==> src/design/sha256s_pkg.sv <==
`default_nettype none

package sha256s_pkg;

    // Working variables a through h of the compression rounds.
    typedef struct packed {
        logic [31:0] a;
        logic [31:0] b;
        logic [31:0] c;
        logic [31:0] d;
        logic [31:0] e;
        logic [31:0] f;
        logic [31:0] g;
        logic [31:0] h;
    } work_t;

    localparam logic [7:0] PAD_BYTE   = 8'h80;
    localparam logic [5:0] LEN_POS    = 6'd56;
    localparam logic [5:0] BLOCK_LAST = 6'd63;
    localparam logic [5:0] ROUND_LAST = 6'd63;
    localparam logic [2:0] WORD_LAST  = 3'd7;

    // Initial hash value for digest word idx.
    function automatic logic [31:0] init_hash(input logic [2:0] idx);
        logic [31:0] v;
        case (idx)
            3'd0:    v = 32'h6a09e667;
            3'd1:    v = 32'hbb67ae85;
            3'd2:    v = 32'h3c6ef372;
            3'd3:    v = 32'ha54ff53a;
            3'd4:    v = 32'h510e527f;
            3'd5:    v = 32'h9b05688c;
            3'd6:    v = 32'h1f83d9ab;
            3'd7:    v = 32'h5be0cd19;
            default: v = 32'h6a09e667;
        endcase
        return v;
    endfunction

    // Round constant for round j.
    function automatic logic [31:0] round_k(input logic [5:0] j);
        logic [31:0] v;
        case (j)
            6'd0:  v = 32'h428a2f98;  6'd1:  v = 32'h71374491;
            6'd2:  v = 32'hb5c0fbcf;  6'd3:  v = 32'he9b5dba5;
            6'd4:  v = 32'h3956c25b;  6'd5:  v = 32'h59f111f1;
            6'd6:  v = 32'h923f82a4;  6'd7:  v = 32'hab1c5ed5;
            6'd8:  v = 32'hd807aa98;  6'd9:  v = 32'h12835b01;
            6'd10: v = 32'h243185be;  6'd11: v = 32'h550c7dc3;
            6'd12: v = 32'h72be5d74;  6'd13: v = 32'h80deb1fe;
            6'd14: v = 32'h9bdc06a7;  6'd15: v = 32'hc19bf174;
            6'd16: v = 32'he49b69c1;  6'd17: v = 32'hefbe4786;
            6'd18: v = 32'h0fc19dc6;  6'd19: v = 32'h240ca1cc;
            6'd20: v = 32'h2de92c6f;  6'd21: v = 32'h4a7484aa;
            6'd22: v = 32'h5cb0a9dc;  6'd23: v = 32'h76f988da;
            6'd24: v = 32'h983e5152;  6'd25: v = 32'ha831c66d;
            6'd26: v = 32'hb00327c8;  6'd27: v = 32'hbf597fc7;
            6'd28: v = 32'hc6e00bf3;  6'd29: v = 32'hd5a79147;
            6'd30: v = 32'h06ca6351;  6'd31: v = 32'h14292967;
            6'd32: v = 32'h27b70a85;  6'd33: v = 32'h2e1b2138;
            6'd34: v = 32'h4d2c6dfc;  6'd35: v = 32'h53380d13;
            6'd36: v = 32'h650a7354;  6'd37: v = 32'h766a0abb;
            6'd38: v = 32'h81c2c92e;  6'd39: v = 32'h92722c85;
            6'd40: v = 32'ha2bfe8a1;  6'd41: v = 32'ha81a664b;
            6'd42: v = 32'hc24b8b70;  6'd43: v = 32'hc76c51a3;
            6'd44: v = 32'hd192e819;  6'd45: v = 32'hd6990624;
            6'd46: v = 32'hf40e3585;  6'd47: v = 32'h106aa070;
            6'd48: v = 32'h19a4c116;  6'd49: v = 32'h1e376c08;
            6'd50: v = 32'h2748774c;  6'd51: v = 32'h34b0bcb5;
            6'd52: v = 32'h391c0cb3;  6'd53: v = 32'h4ed8aa4a;
            6'd54: v = 32'h5b9cca4f;  6'd55: v = 32'h682e6ff3;
            6'd56: v = 32'h748f82ee;  6'd57: v = 32'h78a5636f;
            6'd58: v = 32'h84c87814;  6'd59: v = 32'h8cc70208;
            6'd60: v = 32'h90befffa;  6'd61: v = 32'ha4506ceb;
            6'd62: v = 32'hbef9a3f7;  6'd63: v = 32'hc67178f2;
            default: v = 32'h428a2f98;
        endcase
        return v;
    endfunction

    // Upper-case sigma functions of the round.
    function automatic logic [31:0] big_sigma0(input logic [31:0] x);
        return {x[1:0], x[31:2]} ^ {x[12:0], x[31:13]} ^ {x[21:0], x[31:22]};
    endfunction

    function automatic logic [31:0] big_sigma1(input logic [31:0] x);
        return {x[5:0], x[31:6]} ^ {x[10:0], x[31:11]} ^ {x[24:0], x[31:25]};
    endfunction

    // Lower-case sigma functions of the message schedule.
    function automatic logic [31:0] small_sigma0(input logic [31:0] x);
        return {x[6:0], x[31:7]} ^ {x[17:0], x[31:18]} ^ {3'b000, x[31:3]};
    endfunction

    function automatic logic [31:0] small_sigma1(input logic [31:0] x);
        return {x[16:0], x[31:17]} ^ {x[18:0], x[31:19]} ^ {10'b0, x[31:10]};
    endfunction

endpackage

`default_nettype wire

==> src/design/sha256s_if.sv <==
`default_nettype none

// Message byte channel.
interface sha256s_msg_if;
    logic       valid;
    logic       ready;
    logic [7:0] data_byte;
    logic       byte_valid;
    logic       final_item;

    modport source (output valid, data_byte, byte_valid, final_item, input ready);
    modport sink   (input valid, data_byte, byte_valid, final_item, output ready);
endinterface

// Digest word channel.
interface sha256s_digest_if;
    logic        valid;
    logic        ready;
    logic [31:0] digest_word;
    logic [2:0]  word_index;
    logic        last_word;

    modport source (output valid, digest_word, word_index, last_word, input ready);
    modport sink   (input valid, digest_word, word_index, last_word, output ready);
endinterface

`default_nettype wire

==> src/design/sha256_stream_hasher.sv <==
`default_nettype none

// Channel   Role    Payload                                   Transfer
// msg       sink    data_byte[8], byte_valid, final_item      valid && ready
// digest    source  digest_word[32], word_index[3], last_word valid && ready
//
// A message byte is taken while msg.ready is high; every 64th byte starts a compression
// (load, 64 rounds through the single round unit, add into the hash state), and no byte
// is taken until it ends. A final item adds padding, the two length words and one or two
// compressions, then eight digest transfers; msg.ready is low throughout.
// Reset (rst_n, asynchronous) loads the initial hash value and clears all counters.
// The digest waits in its register for as long as digest.ready stays low.
module sha256_stream_hasher (
    input  wire logic               clk,
    input  wire logic               rst_n,
    sha256s_msg_if.sink             msg,
    sha256s_digest_if.source        digest
);

    typedef enum logic [2:0] {
        ST_IDLE,
        ST_LOAD,
        ST_ROUNDS,
        ST_ADD,
        ST_PAD,
        ST_LEN_HI,
        ST_LEN_LO,
        ST_OUT
    } state_t;

    state_t              state_reg, state_next;
    logic [5:0]          byte_cnt_reg, byte_cnt_next;
    logic [60:0]         len_reg, len_next;
    logic [23:0]         acc_reg, acc_next;
    logic [31:0]         sched_reg [16];
    logic [31:0]         sched_next [16];
    logic [31:0]         hash_reg [8];
    logic [31:0]         hash_next [8];
    sha256s_pkg::work_t  work_reg, work_next;
    logic [5:0]          round_cnt_reg, round_cnt_next;
    logic [2:0]          out_cnt_reg, out_cnt_next;
    logic                fin_pend_reg, fin_pend_next;
    logic                pad_started_reg, pad_started_next;
    logic                len_done_reg, len_done_next;

    logic                pack_en;
    logic [7:0]          pack_byte;
    logic                sched_shift;
    logic [31:0]         sched_in;
    logic [23:0]         pack_acc;
    logic [31:0]         pack_word;
    logic                pack_word_done;
    logic [31:0]         expand_word;
    sha256s_pkg::work_t  round_out;
    sha256s_pkg::work_t  hash_work;

    // Shared datapath units.
    sha256s_pack u_pack (
        .acc       (acc_reg),
        .in_byte   (pack_byte),
        .lane      (byte_cnt_reg[1:0]),
        .acc_out   (pack_acc),
        .word      (pack_word),
        .word_done (pack_word_done)
    );

    sha256s_expand u_expand (
        .w0  (sched_reg[0]),
        .w1  (sched_reg[1]),
        .w9  (sched_reg[9]),
        .w14 (sched_reg[14]),
        .w16 (expand_word)
    );

    sha256s_round u_round (
        .cur (work_reg),
        .w   (sched_reg[0]),
        .k   (sha256s_pkg::round_k(round_cnt_reg)),
        .nxt (round_out)
    );

    assign hash_work = {hash_reg[0], hash_reg[1], hash_reg[2], hash_reg[3],
                        hash_reg[4], hash_reg[5], hash_reg[6], hash_reg[7]};

    // Handshake and digest outputs.
    assign msg.ready          = (state_reg == ST_IDLE);
    assign digest.valid       = (state_reg == ST_OUT);
    assign digest.digest_word = hash_reg[0];
    assign digest.word_index  = out_cnt_reg;
    assign digest.last_word   = (out_cnt_reg == sha256s_pkg::WORD_LAST);

    // Sequencer and next-state logic.
    always_comb
    begin
        state_next       = state_reg;
        byte_cnt_next    = byte_cnt_reg;
        len_next         = len_reg;
        acc_next         = acc_reg;
        sched_next       = sched_reg;
        hash_next        = hash_reg;
        work_next        = work_reg;
        round_cnt_next   = round_cnt_reg;
        out_cnt_next     = out_cnt_reg;
        fin_pend_next    = fin_pend_reg;
        pad_started_next = pad_started_reg;
        len_done_next    = len_done_reg;
        pack_en          = 1'b0;
        pack_byte        = 8'h00;
        sched_shift      = 1'b0;
        sched_in         = expand_word;

        case (state_reg)
            ST_IDLE:
            begin
                if (msg.valid)
                begin
                    fin_pend_next = msg.final_item;
                    if (msg.byte_valid)
                    begin
                        pack_en   = 1'b1;
                        pack_byte = msg.data_byte;
                        len_next  = len_reg + 61'd1;
                        if (byte_cnt_reg == sha256s_pkg::BLOCK_LAST)
                        begin
                            state_next = ST_LOAD;
                        end
                        else if (msg.final_item)
                        begin
                            state_next = ST_PAD;
                        end
                    end
                    else if (msg.final_item)
                    begin
                        state_next = ST_PAD;
                    end
                end
            end
            ST_LOAD:
            begin
                work_next      = hash_work;
                round_cnt_next = '0;
                state_next     = ST_ROUNDS;
            end
            ST_ROUNDS:
            begin
                work_next      = round_out;
                sched_shift    = 1'b1;
                sched_in       = expand_word;
                round_cnt_next = round_cnt_reg + 6'd1;
                if (round_cnt_reg == sha256s_pkg::ROUND_LAST)
                begin
                    state_next = ST_ADD;
                end
            end
            ST_ADD:
            begin
                hash_next[0] = hash_reg[0] + work_reg.a;
                hash_next[1] = hash_reg[1] + work_reg.b;
                hash_next[2] = hash_reg[2] + work_reg.c;
                hash_next[3] = hash_reg[3] + work_reg.d;
                hash_next[4] = hash_reg[4] + work_reg.e;
                hash_next[5] = hash_reg[5] + work_reg.f;
                hash_next[6] = hash_reg[6] + work_reg.g;
                hash_next[7] = hash_reg[7] + work_reg.h;
                if (len_done_reg)
                begin
                    out_cnt_next = '0;
                    state_next   = ST_OUT;
                end
                else if (fin_pend_reg)
                begin
                    state_next = ST_PAD;
                end
                else
                begin
                    state_next = ST_IDLE;
                end
            end
            ST_PAD:
            begin
                if (pad_started_reg && (byte_cnt_reg == sha256s_pkg::LEN_POS))
                begin
                    state_next = ST_LEN_HI;
                end
                else
                begin
                    pack_en          = 1'b1;
                    pack_byte        = pad_started_reg ? 8'h00 : sha256s_pkg::PAD_BYTE;
                    pad_started_next = 1'b1;
                    if (byte_cnt_reg == sha256s_pkg::BLOCK_LAST)
                    begin
                        state_next = ST_LOAD;
                    end
                end
            end
            ST_LEN_HI:
            begin
                sched_shift = 1'b1;
                sched_in    = len_reg[60:29];
                state_next  = ST_LEN_LO;
            end
            ST_LEN_LO:
            begin
                sched_shift   = 1'b1;
                sched_in      = {len_reg[28:0], 3'b000};
                len_done_next = 1'b1;
                state_next    = ST_LOAD;
            end
            ST_OUT:
            begin
                if (digest.ready)
                begin
                    for (int i = 0; i < 7; i++)
                    begin
                        hash_next[i] = hash_reg[i + 1];
                    end
                    hash_next[7] = sha256s_pkg::init_hash(out_cnt_reg);
                    out_cnt_next = out_cnt_reg + 3'd1;
                    if (out_cnt_reg == sha256s_pkg::WORD_LAST)
                    begin
                        byte_cnt_next    = '0;
                        len_next         = '0;
                        fin_pend_next    = 1'b0;
                        pad_started_next = 1'b0;
                        len_done_next    = 1'b0;
                        state_next       = ST_IDLE;
                    end
                end
            end
            default:
            begin
                state_next = ST_IDLE;
            end
        endcase

        // Byte packing; each completed word moves into the schedule line.
        if (pack_en)
        begin
            acc_next      = pack_acc;
            byte_cnt_next = byte_cnt_reg + 6'd1;
            if (pack_word_done)
            begin
                sched_shift = 1'b1;
                sched_in    = pack_word;
            end
        end

        if (sched_shift)
        begin
            for (int i = 0; i < 15; i++)
            begin
                sched_next[i] = sched_reg[i + 1];
            end
            sched_next[15] = sched_in;
        end
    end

    // State and registers.
    always_ff @(posedge clk or negedge rst_n)
    begin
        if (!rst_n)
        begin
            state_reg       <= ST_IDLE;
            byte_cnt_reg    <= '0;
            len_reg         <= '0;
            round_cnt_reg   <= '0;
            out_cnt_reg     <= '0;
            fin_pend_reg    <= 1'b0;
            pad_started_reg <= 1'b0;
            len_done_reg    <= 1'b0;
            for (int i = 0; i < 8; i++)
            begin
                hash_reg[i] <= sha256s_pkg::init_hash(3'(i));
            end
        end
        else
        begin
            state_reg       <= state_next;
            byte_cnt_reg    <= byte_cnt_next;
            len_reg         <= len_next;
            round_cnt_reg   <= round_cnt_next;
            out_cnt_reg     <= out_cnt_next;
            fin_pend_reg    <= fin_pend_next;
            pad_started_reg <= pad_started_next;
            len_done_reg    <= len_done_next;
            hash_reg        <= hash_next;
        end
    end

    // Payload registers.
    always_ff @(posedge clk)
    begin
        acc_reg   <= acc_next;
        sched_reg <= sched_next;
        work_reg  <= work_next;
    end

    // The block never takes a byte while a digest word is offered.
    assert property (@(posedge clk) disable iff (!rst_n)
        !(msg.ready && digest.valid))
        else $error("message accepted while digest pending");

    // The length words go in only after padding has reached byte 56.
    assert property (@(posedge clk) disable iff (!rst_n)
        (state_reg == ST_LEN_HI) |-> (pad_started_reg && byte_cnt_reg == sha256s_pkg::LEN_POS))
        else $error("length words out of place");

    // Each compression starts at round zero.
    assert property (@(posedge clk) disable iff (!rst_n)
        (state_reg == ST_LOAD) |=> (state_reg == ST_ROUNDS && round_cnt_reg == 6'd0))
        else $error("rounds did not start at zero");

    // Digest words leave in order.
    assert property (@(posedge clk) disable iff (!rst_n)
        (digest.valid && digest.ready && !digest.last_word)
        |=> (digest.valid && digest.word_index == $past(digest.word_index) + 3'd1))
        else $error("digest word order broken");

    // After the last digest word the block is ready for a new message.
    assert property (@(posedge clk) disable iff (!rst_n)
        (digest.valid && digest.ready && digest.last_word)
        |=> (msg.ready && byte_cnt_reg == 6'd0 && len_reg == 61'd0))
        else $error("block not cleared after digest");

endmodule

`default_nettype wire

==> src/design/sha256s_round.sv <==
`default_nettype none

// One SHA-256 compression round, reused for all 64 rounds of a block.
module sha256s_round (
    input  var sha256s_pkg::work_t cur,
    input  wire logic [31:0]       w,
    input  wire logic [31:0]       k,
    output var sha256s_pkg::work_t nxt
);

    logic [31:0] ch;
    logic [31:0] mj;
    logic [31:0] t1;
    logic [31:0] t2;

    // Choose and majority, then the two temporaries.
    assign ch = (cur.e & cur.f) ^ (~cur.e & cur.g);
    assign mj = (cur.a & cur.b) ^ (cur.a & cur.c) ^ (cur.b & cur.c);
    assign t1 = cur.h + sha256s_pkg::big_sigma1(cur.e) + ch + k + w;
    assign t2 = sha256s_pkg::big_sigma0(cur.a) + mj;

    // Rotate the working variables.
    always_comb
    begin
        nxt.a = t1 + t2;
        nxt.b = cur.a;
        nxt.c = cur.b;
        nxt.d = cur.c;
        nxt.e = cur.d + t1;
        nxt.f = cur.e;
        nxt.g = cur.f;
        nxt.h = cur.g;
    end

endmodule

`default_nettype wire

==> src/design/sha256s_expand.sv <==
`default_nettype none

// Message schedule expansion: W[j+16] from the taps W[j], W[j+1], W[j+9], W[j+14].
module sha256s_expand (
    input  wire logic [31:0] w0,
    input  wire logic [31:0] w1,
    input  wire logic [31:0] w9,
    input  wire logic [31:0] w14,
    output wire logic [31:0] w16
);

    assign w16 = w0 + sha256s_pkg::small_sigma0(w1) + w9 + sha256s_pkg::small_sigma1(w14);

endmodule

`default_nettype wire

==> src/design/sha256s_stream_top_placeholder.sv <==
`default_nettype none

// Byte packer: gathers message bytes big-endian into 32-bit schedule words.
module sha256s_pack (
    input  wire logic [23:0] acc,
    input  wire logic [7:0]  in_byte,
    input  wire logic [1:0]  lane,
    output wire logic [23:0] acc_out,
    output wire logic [31:0] word,
    output wire logic        word_done
);

    assign acc_out   = {acc[15:0], in_byte};
    assign word      = {acc, in_byte};
    assign word_done = (lane == 2'b11);

endmodule

`default_nettype wire

==> src/flat_wrapper.sv <==
// flat-port wrapper written by rule: the top's interface ports become plain ports
module sha256_stream_hasher_flat 
  (clk, rst_n, msg_valid, msg_data_byte, msg_byte_valid, msg_final_item, msg_ready, digest_valid, digest_digest_word, digest_word_index, digest_last_word, digest_ready);
  sha256s_msg_if msg_i ();
  sha256s_digest_if digest_i ();
  input  wire logic clk;
  input  wire logic rst_n;
  input wire logic [$bits(msg_i.valid)-1:0] msg_valid;
  input wire logic [$bits(msg_i.data_byte)-1:0] msg_data_byte;
  input wire logic [$bits(msg_i.byte_valid)-1:0] msg_byte_valid;
  input wire logic [$bits(msg_i.final_item)-1:0] msg_final_item;
  output wire logic [$bits(msg_i.ready)-1:0] msg_ready;
  output wire logic [$bits(digest_i.valid)-1:0] digest_valid;
  output wire logic [$bits(digest_i.digest_word)-1:0] digest_digest_word;
  output wire logic [$bits(digest_i.word_index)-1:0] digest_word_index;
  output wire logic [$bits(digest_i.last_word)-1:0] digest_last_word;
  input wire logic [$bits(digest_i.ready)-1:0] digest_ready;
  assign msg_i.valid = msg_valid;
  assign msg_i.data_byte = msg_data_byte;
  assign msg_i.byte_valid = msg_byte_valid;
  assign msg_i.final_item = msg_final_item;
  assign msg_ready = msg_i.ready;
  assign digest_valid = digest_i.valid;
  assign digest_digest_word = digest_i.digest_word;
  assign digest_word_index = digest_i.word_index;
  assign digest_last_word = digest_i.last_word;
  assign digest_i.ready = digest_ready;
  sha256_stream_hasher u_core (.clk(clk), .rst_n(rst_n), .msg(msg_i), .digest(digest_i));
endmodule
==> config.mk <==
export PLATFORM = sky130hd
export DESIGN_NAME = sha256_stream_hasher_flat
export DESIGN_NICKNAME = d
export VERILOG_FILES = /design/src/design/sha256s_pkg.sv /design/src/design/sha256s_if.sv /design/src/design/sha256_stream_hasher.sv /design/src/design/sha256s_round.sv /design/src/design/sha256s_expand.sv /design/src/design/sha256s_stream_top_placeholder.sv /design/src/flat_wrapper.sv
export SDC_FILE = /design/constraint.sdc
export NUM_CORES = 2
export LEC_CHECK = 0
export ABC_AREA = 1
export BUFFER_PORTS_ARGS = -buffer_cell sky130_fd_sc_hd__buf_2
export CAP_MARGIN = 10
export CORE_MARGIN = 1
export CORE_UTILIZATION = 40
export DETAILED_ROUTE_END_ITERATION = 8
export MAX_ROUTING_LAYER = met4
export SLEW_MARGIN = 25
export SYNTH_ARGS = -nofsm -noshare
export SYNTH_HDL_FRONTEND = slang
export SYNTH_SLANG_ARGS = --single-unit
==> constraint.sdc <==
create_clock -name clk -period 47 [get_ports clk]
set_input_delay 0 -clock clk [delete_from_list [all_inputs] [get_ports clk]]
set_output_delay 0 -clock clk [all_outputs]
set_load 0.01 [all_outputs]
## Word-level counts from Yosys, hierarchy flattened

Memory sizes are Yosys's and may differ from the RTL's.
Index checks and enable logic that the tools add are counted.

| operators by class | value |
|---|---|
| bitwise logic cells | 17 |
| muxes and demuxes | 50 |
| equal/unequal tests | 20 |
| reductions and logical operators | 19 |
| $add $sub $neg | 22 |

Operators with widths:

| cell | count |
|---|---|
| $pmux 256 s2 | 2 |
| $add 32x32->32 | 18 |
| $xor 32x32->32 | 9 |
| $mux 256 | 1 |
| $mux 61 | 4 |
| $and 32x32->32 | 5 |
| $pmux 61 s2 | 1 |
| $mux 32 | 2 |
| $pmux 32 s2 | 1 |
| $add 61x1->61 const B | 1 |
| $mux 3 | 13 |
| $mux 8 | 4 |
| $not 32->32 | 1 |
| $xor 32x22->32 | 1 |
| $xor 32x29->32 | 1 |
| $mux 6 | 4 |
| $pmux 3 s8 | 1 |
| $eq 6x6->1 const B | 3 |
| $pmux 8 s2 | 1 |
| $reduce_bool 2->1 | 8 |
| $eq 3x3->1 const B | 5 |
| $add 6x1->6 const B | 2 |
| $pmux 6 s2 | 1 |
| $mux 1 | 10 |
| other kinds (16) | 29 |

| storage, ports and cells | value |
|---|---|
| memory bits (read-only) | 2,296 |
| bits in registers | 1,130 |
| output and inout port bits | 38 |
| word-level logic and storage cells | 171 |
| memories kept | 2 |
| bits of input ports | 14 |

Memories:

| name | depth | width | read ports | clocked after memory_dff | wr ports | RTL line | RTL |
|---|---|---|---|---|---|---|---|
| (no name shown) | 64 | 32 | 1 | 0 | 0 | sha256s_pkg.sv:43 | `case (j)` |
| (no name shown) | 8 | 31 | 1 | 0 | 0 | sha256s_pkg.sv:26 | `case (idx)` |

## Depth between registers and ports, before layout

| depth | value |
|---|---|
| depth in word-level cells | 8 |
| mapped depth | 49 |
| gate-level depth less buffers | 48 |

## Cells and area by module

A second synthesis with hierarchy kept.

| unflattened totals | value |
|---|---|
| cell total of the unflattened synthesis | 10,854 |
| area, all modules | 83,342.4 sq um |

By module, submodules not included:

| module | area an instance (sq um) | seq. area each (sq um) | cells an instance | instances |
|---|---|---|---|---|
| sha256_stream_hasher | 65,459.0 | 32,411.1 | 8,222 | 1 |
| sha256s_round | 12,446.9 | 0.0 | 1,790 | 1 |
| sha256s_expand | 5,008.6 | 0.0 | 784 | 1 |
| sha256s_pack | 427.9 | 0.0 | 58 | 1 |

## Worst setup path before layout

OpenSTA, ideal clock, no wires.

| timing | value |
|---|---|
| path type | register to register |
| start point | register u_core.byte_cnt_reg[0] |
| end point | register u_core.sched_reg[0] (netlist bit) (enable) |
| slack | 29,243 ps |
| data required time | 42,096 ps |
| setup time | 4,904 ps |
| stages on the path, launching flop included | 13 |
| period minus slack after synthesis | 17,757 ps |
| path buffers | 1 |
| arrival | 12,853 ps |
| cells stage by stage | dfrtp_1 inv_1 ha_1 nand2_1 nor2_1 nand3_1 nand2_1 inv_1 nor2_4 nor2_2 inv_1 buf_1 nand3_1 |

| on the way | value |
|---|---|
| longest elaborated chain between the ends | 5 |
| elaborated cells on any way between the ends | 7 |
| those cells by class | eq/ne: 2; mux: 4; reduce/logical: 1 |

Ends and longest elaborated chain:

| what | RTL line | RTL |
|---|---|---|
| start, declared | sha256_stream_hasher.sv:32 | `logic [5:0] byte_cnt_reg, byte_cnt_next;` |
| start signal, assigned | sha256_stream_hasher.sv:279 | `byte_cnt_reg <= byte_cnt_next;` |
| $eq 6x6->1 | sha256_stream_hasher.sv:181 | `if (pad_started_reg && (byte_cnt_reg == sha256s_pkg::LEN_POS))` |
| $logic_and 1x1->1 | sha256_stream_hasher.sv:181 |  |
| $mux 1 | sha256_stream_hasher.sv:181 |  |
| $pmux 1 s2 | sha256_stream_hasher.sv:112 | `case (state_reg)` |
| $mux 1 (*) | sha256_stream_hasher.sv:237 | `if (pack_en)` |
| named net u_core.sched_shift | sha256_stream_hasher.sv:48 | `logic sched_shift;` |
| end signal, assigned | sha256_stream_hasher.sv:294 | `sched_reg <= sched_next;` |
| end, declared | sha256_stream_hasher.sv:35 | `logic [31:0] sched_reg [16];` |

Mark *: on every way through the listed nets, which the timed path passes. The rest lies on a longest branch.
A chain may end at the register's enable or synchronous reset.

==> run metrics <==
outcome complete, no violations; Final ANT Viol Nets 0; Hold Vio Cnt, Final 0; Worst R2R Start u_core.round_cnt_reg[3]; Crit path required time ~48 ns; Reg clk slew, reported paths 0.06 ns; skew final 0.0537 ns; Area Overhead vs Synth 9.79%; GPL Wtd Cong 1.03; CTS root buffer clkbuf_16; most used cell, CP nand2_1; std cell rows approximately 160; Max Cap Viol 0; number of flops mapped to enable cells by yosys just under 800; Cells after DPL between 10,000 and 15,000; Die Y about 450 um; synth warn 0; drt first-iter violations roughly 8,100; Cell variety after synth 63; Synth Area in XOR/XNOR 4.52%; most common cell after layout, fill and taps aside nand2_1; CORE AREA just under 200,000 sq um; final setup TNS 0 ns; DRT Wirelength roughly 350 mm; max reg flops between 500 and 600; CTS tree built; largest family of logic cells by synthesized area simple AND/OR/NAND/NOR gates; Fillers between 15,000 and 20,000; port bufs 51; antenna violations before repair 7; maximum number of pins on one net before global-route repair ~170; post-synth top area share between 30% and 40%; Residual DRC 0; sequential-to-total area share from yosys stat about two fifths; io pins 52; Die ar. ~200,000 sq um; Die X ~450 um; actual slew at the worst max-slew pin between 1 and 1.5 ns; cell accounting for the most synthesized area edfxtp_1; H-tree depth 4; R2R setup slack about 37 ns; worst-path maximum fanout 59; WS Path Type flop to flop; simple-gate portion of the synthesized area 20.4%; leakage power between 30 and 40 nW; Remaining Overflow, GRT 0; Worst Setup SP u_core.round_cnt_reg[3]; HPWL Detailed roughly 280 mm; Post-Syn Area per Cell roughly 8 sq um; Critical Path Slowest Stage Cell xor2_1; Vias/cell between 5 and 6; Final Non-Filler Cells 12,400; CP arrival around 10 ns; Synth Cell Area between 70,000 and 80,000 sq um; most frequent cells in the layout nand2_1 (2,193), inv_1 (1,329), o21ai_0 (908); Critical Path Max Stage Delay 0.68 ns; Routed wire per std cell 28.3 um; Yosys reg bits 1,130; via count approximately 71,000; slew margin rel. around 18%; pins over their slew limit 0; critical path capture point type flop; worst skew pair latency 0.85 ns; Final #Nets just over 10,000; commonest register cell after synthesis edfxtp_1; syn_nets around 10,000; ys async rst share between 20 and 30%; CTS sink cnt approximately 1,100; R2R Path End u_core.work_reg[255]; GRT Overall Usage a little over a third; Starting Density between 40% and 50%; period utilization between 20% and 30%; clk buf depth 3; mux contribution to synthesized area less than 1%; Tightest Hold Check Type primary input to flop; Max IR drop VDD 0.0383 mV; Critical Path Sink u_core.work_reg[255]; Synth Area in Compound Gates between 10% and 20%; share of post-route cells with drive strength above 1 under 10%; adder-cell share of the synthesized area roughly 11%; min Tclk post-route between 9 and 10 ns; vias in the first global route between 60,000 and 70,000; Setup violations, final 0; Power Dens Cells around 25 nW/um^2; RSZ-0062 raised after global routing no; Mapped Cells approximately 10,000; crit start category flop; top cells by area, synth edfxtp_1 (30%), nand2_1 (10%), ha_1 (6.4%), dfrtp_1 (6.4%), inv_1 (6.3%); max frequency 0.104 GHz; Pre-Repair DR Iteration Count 7; CTS Buf Count about 140; R2R cell count 38; global-route wire length before repair about 500 mm
through the flow:
step / instance area [sq um] / power (mW) / hold slack [ns] / utilization (%) / setup WS (ns)
after floorplan: 78900 / 1.09 / -0.296 / - / 29.24
after global placement: 81800 / 1.10 / -0.0194 / 41.8 / 37.49
after detailed placement: 81800 / 1.10 / -0.0179 / 41.9 / 37.71
after CTS: 86600 / 2.19 / 0.111 / 44.3 / 37.63
after global routing: 86600 / 2.23 / 0.180 / 44.3 / 36.99
final: 86600 / 2.17 / 0.177 / 44.3 / 37.40
what timing repair did:
item / CTS / global route
resized for setup: 0 / 0
buffers inserted: 0 / 0
endpoints found under the hold margin: 202 / 0
hold buffers: 23 / 0
worst min-delay path by stage:
stage | startpoint | endpoint | slack (ns) | cells past startpoint
6_report | digest_ready | u_core.digest.word_index[0] | 0.18 | 4
5_1_grt | digest_ready | u_core.digest.word_index[0] | 0.18 | 4
4_1_cts | digest_ready | u_core.digest.word_index[0] | 0.11 | 4
3_5_place_dp | rst_n | u_core.round_cnt_reg[5] | -0.02 | 1
3_3_place_gp | rst_n | u_core.round_cnt_reg[3] | -0.02 | 1
2_1_floorplan | rst_n | u_core.byte_cnt_reg[0] | -0.30 | 0
critical path: cells and delay by family, from the launching register on:
kind / cells / cell delay (ns)
buf+inv: 9 / 1.63
flops: 1 / 0.32
compound gates: 6 / 1.70
xor+xnor: 1 / 0.68
fa+ha+maj: 6 / 2.77
simple gates: 16 / 2.09
cells in the mapped netlist, types with 156 or more instances:
cell type     n
xor2_1      251
ha_1        405
edfxtp_1    792
a21oi_1     744
nand2_1    2193
nor2_1      725
inv_1      1333
dfrtp_1     202
clkbuf_1    216
xnor2_1     156
o21ai_0     916
nand3_1     563
fa_1        195
metal layers:
layer / vias to the layer above / routed length, um / share of wire [%] / GRT usage (%)
li1: 32400 / - / - / -
met3: 592 / 26700 / 7.6 / 5.75
met2: 3123 / 155000 / 44 / 53.4
met4: 0 / 18400 / 5.2 / 16.1
met1: 34800 / 151000 / 43 / 47.8
met5: - / 0 / 0 / -
power by group:
group | total (mW) | internal [mW] | switching, mW | leakage [nW]
combinational | 0.0171 | 0.00426 | 0.0128 | 25.4
clock | 1.09 | 0.614 | 0.478 | 2.20
sequential | 1.06 | 1.06 | 0.00427 | 11.9
area by class of cell:
type	instances	area, sq um	area share [%]
well taps	2624	3280	3.79
clock inverters	70	891	1.03
repair buffers	153	1200	1.39
flip-flops and latches	1130	32400	37.4
inverters	1344	5070	5.85
diodes	7	17.5	0.0202
multi-input cells	6922	40100	46.3
clock buffers	180	3690	4.26
cells by family (layout without fill, tap and decap cells):
group,count (synthesis),after routing
fa+ha+maj,601,601
buf+inv,1673,1747
flops,1130,1130
mux,25,25
other cells,0,7
simple gates,3852,3852
xor+xnor,407,407
compound gates,2037,2037
Power figures use the tool's default switching activity.
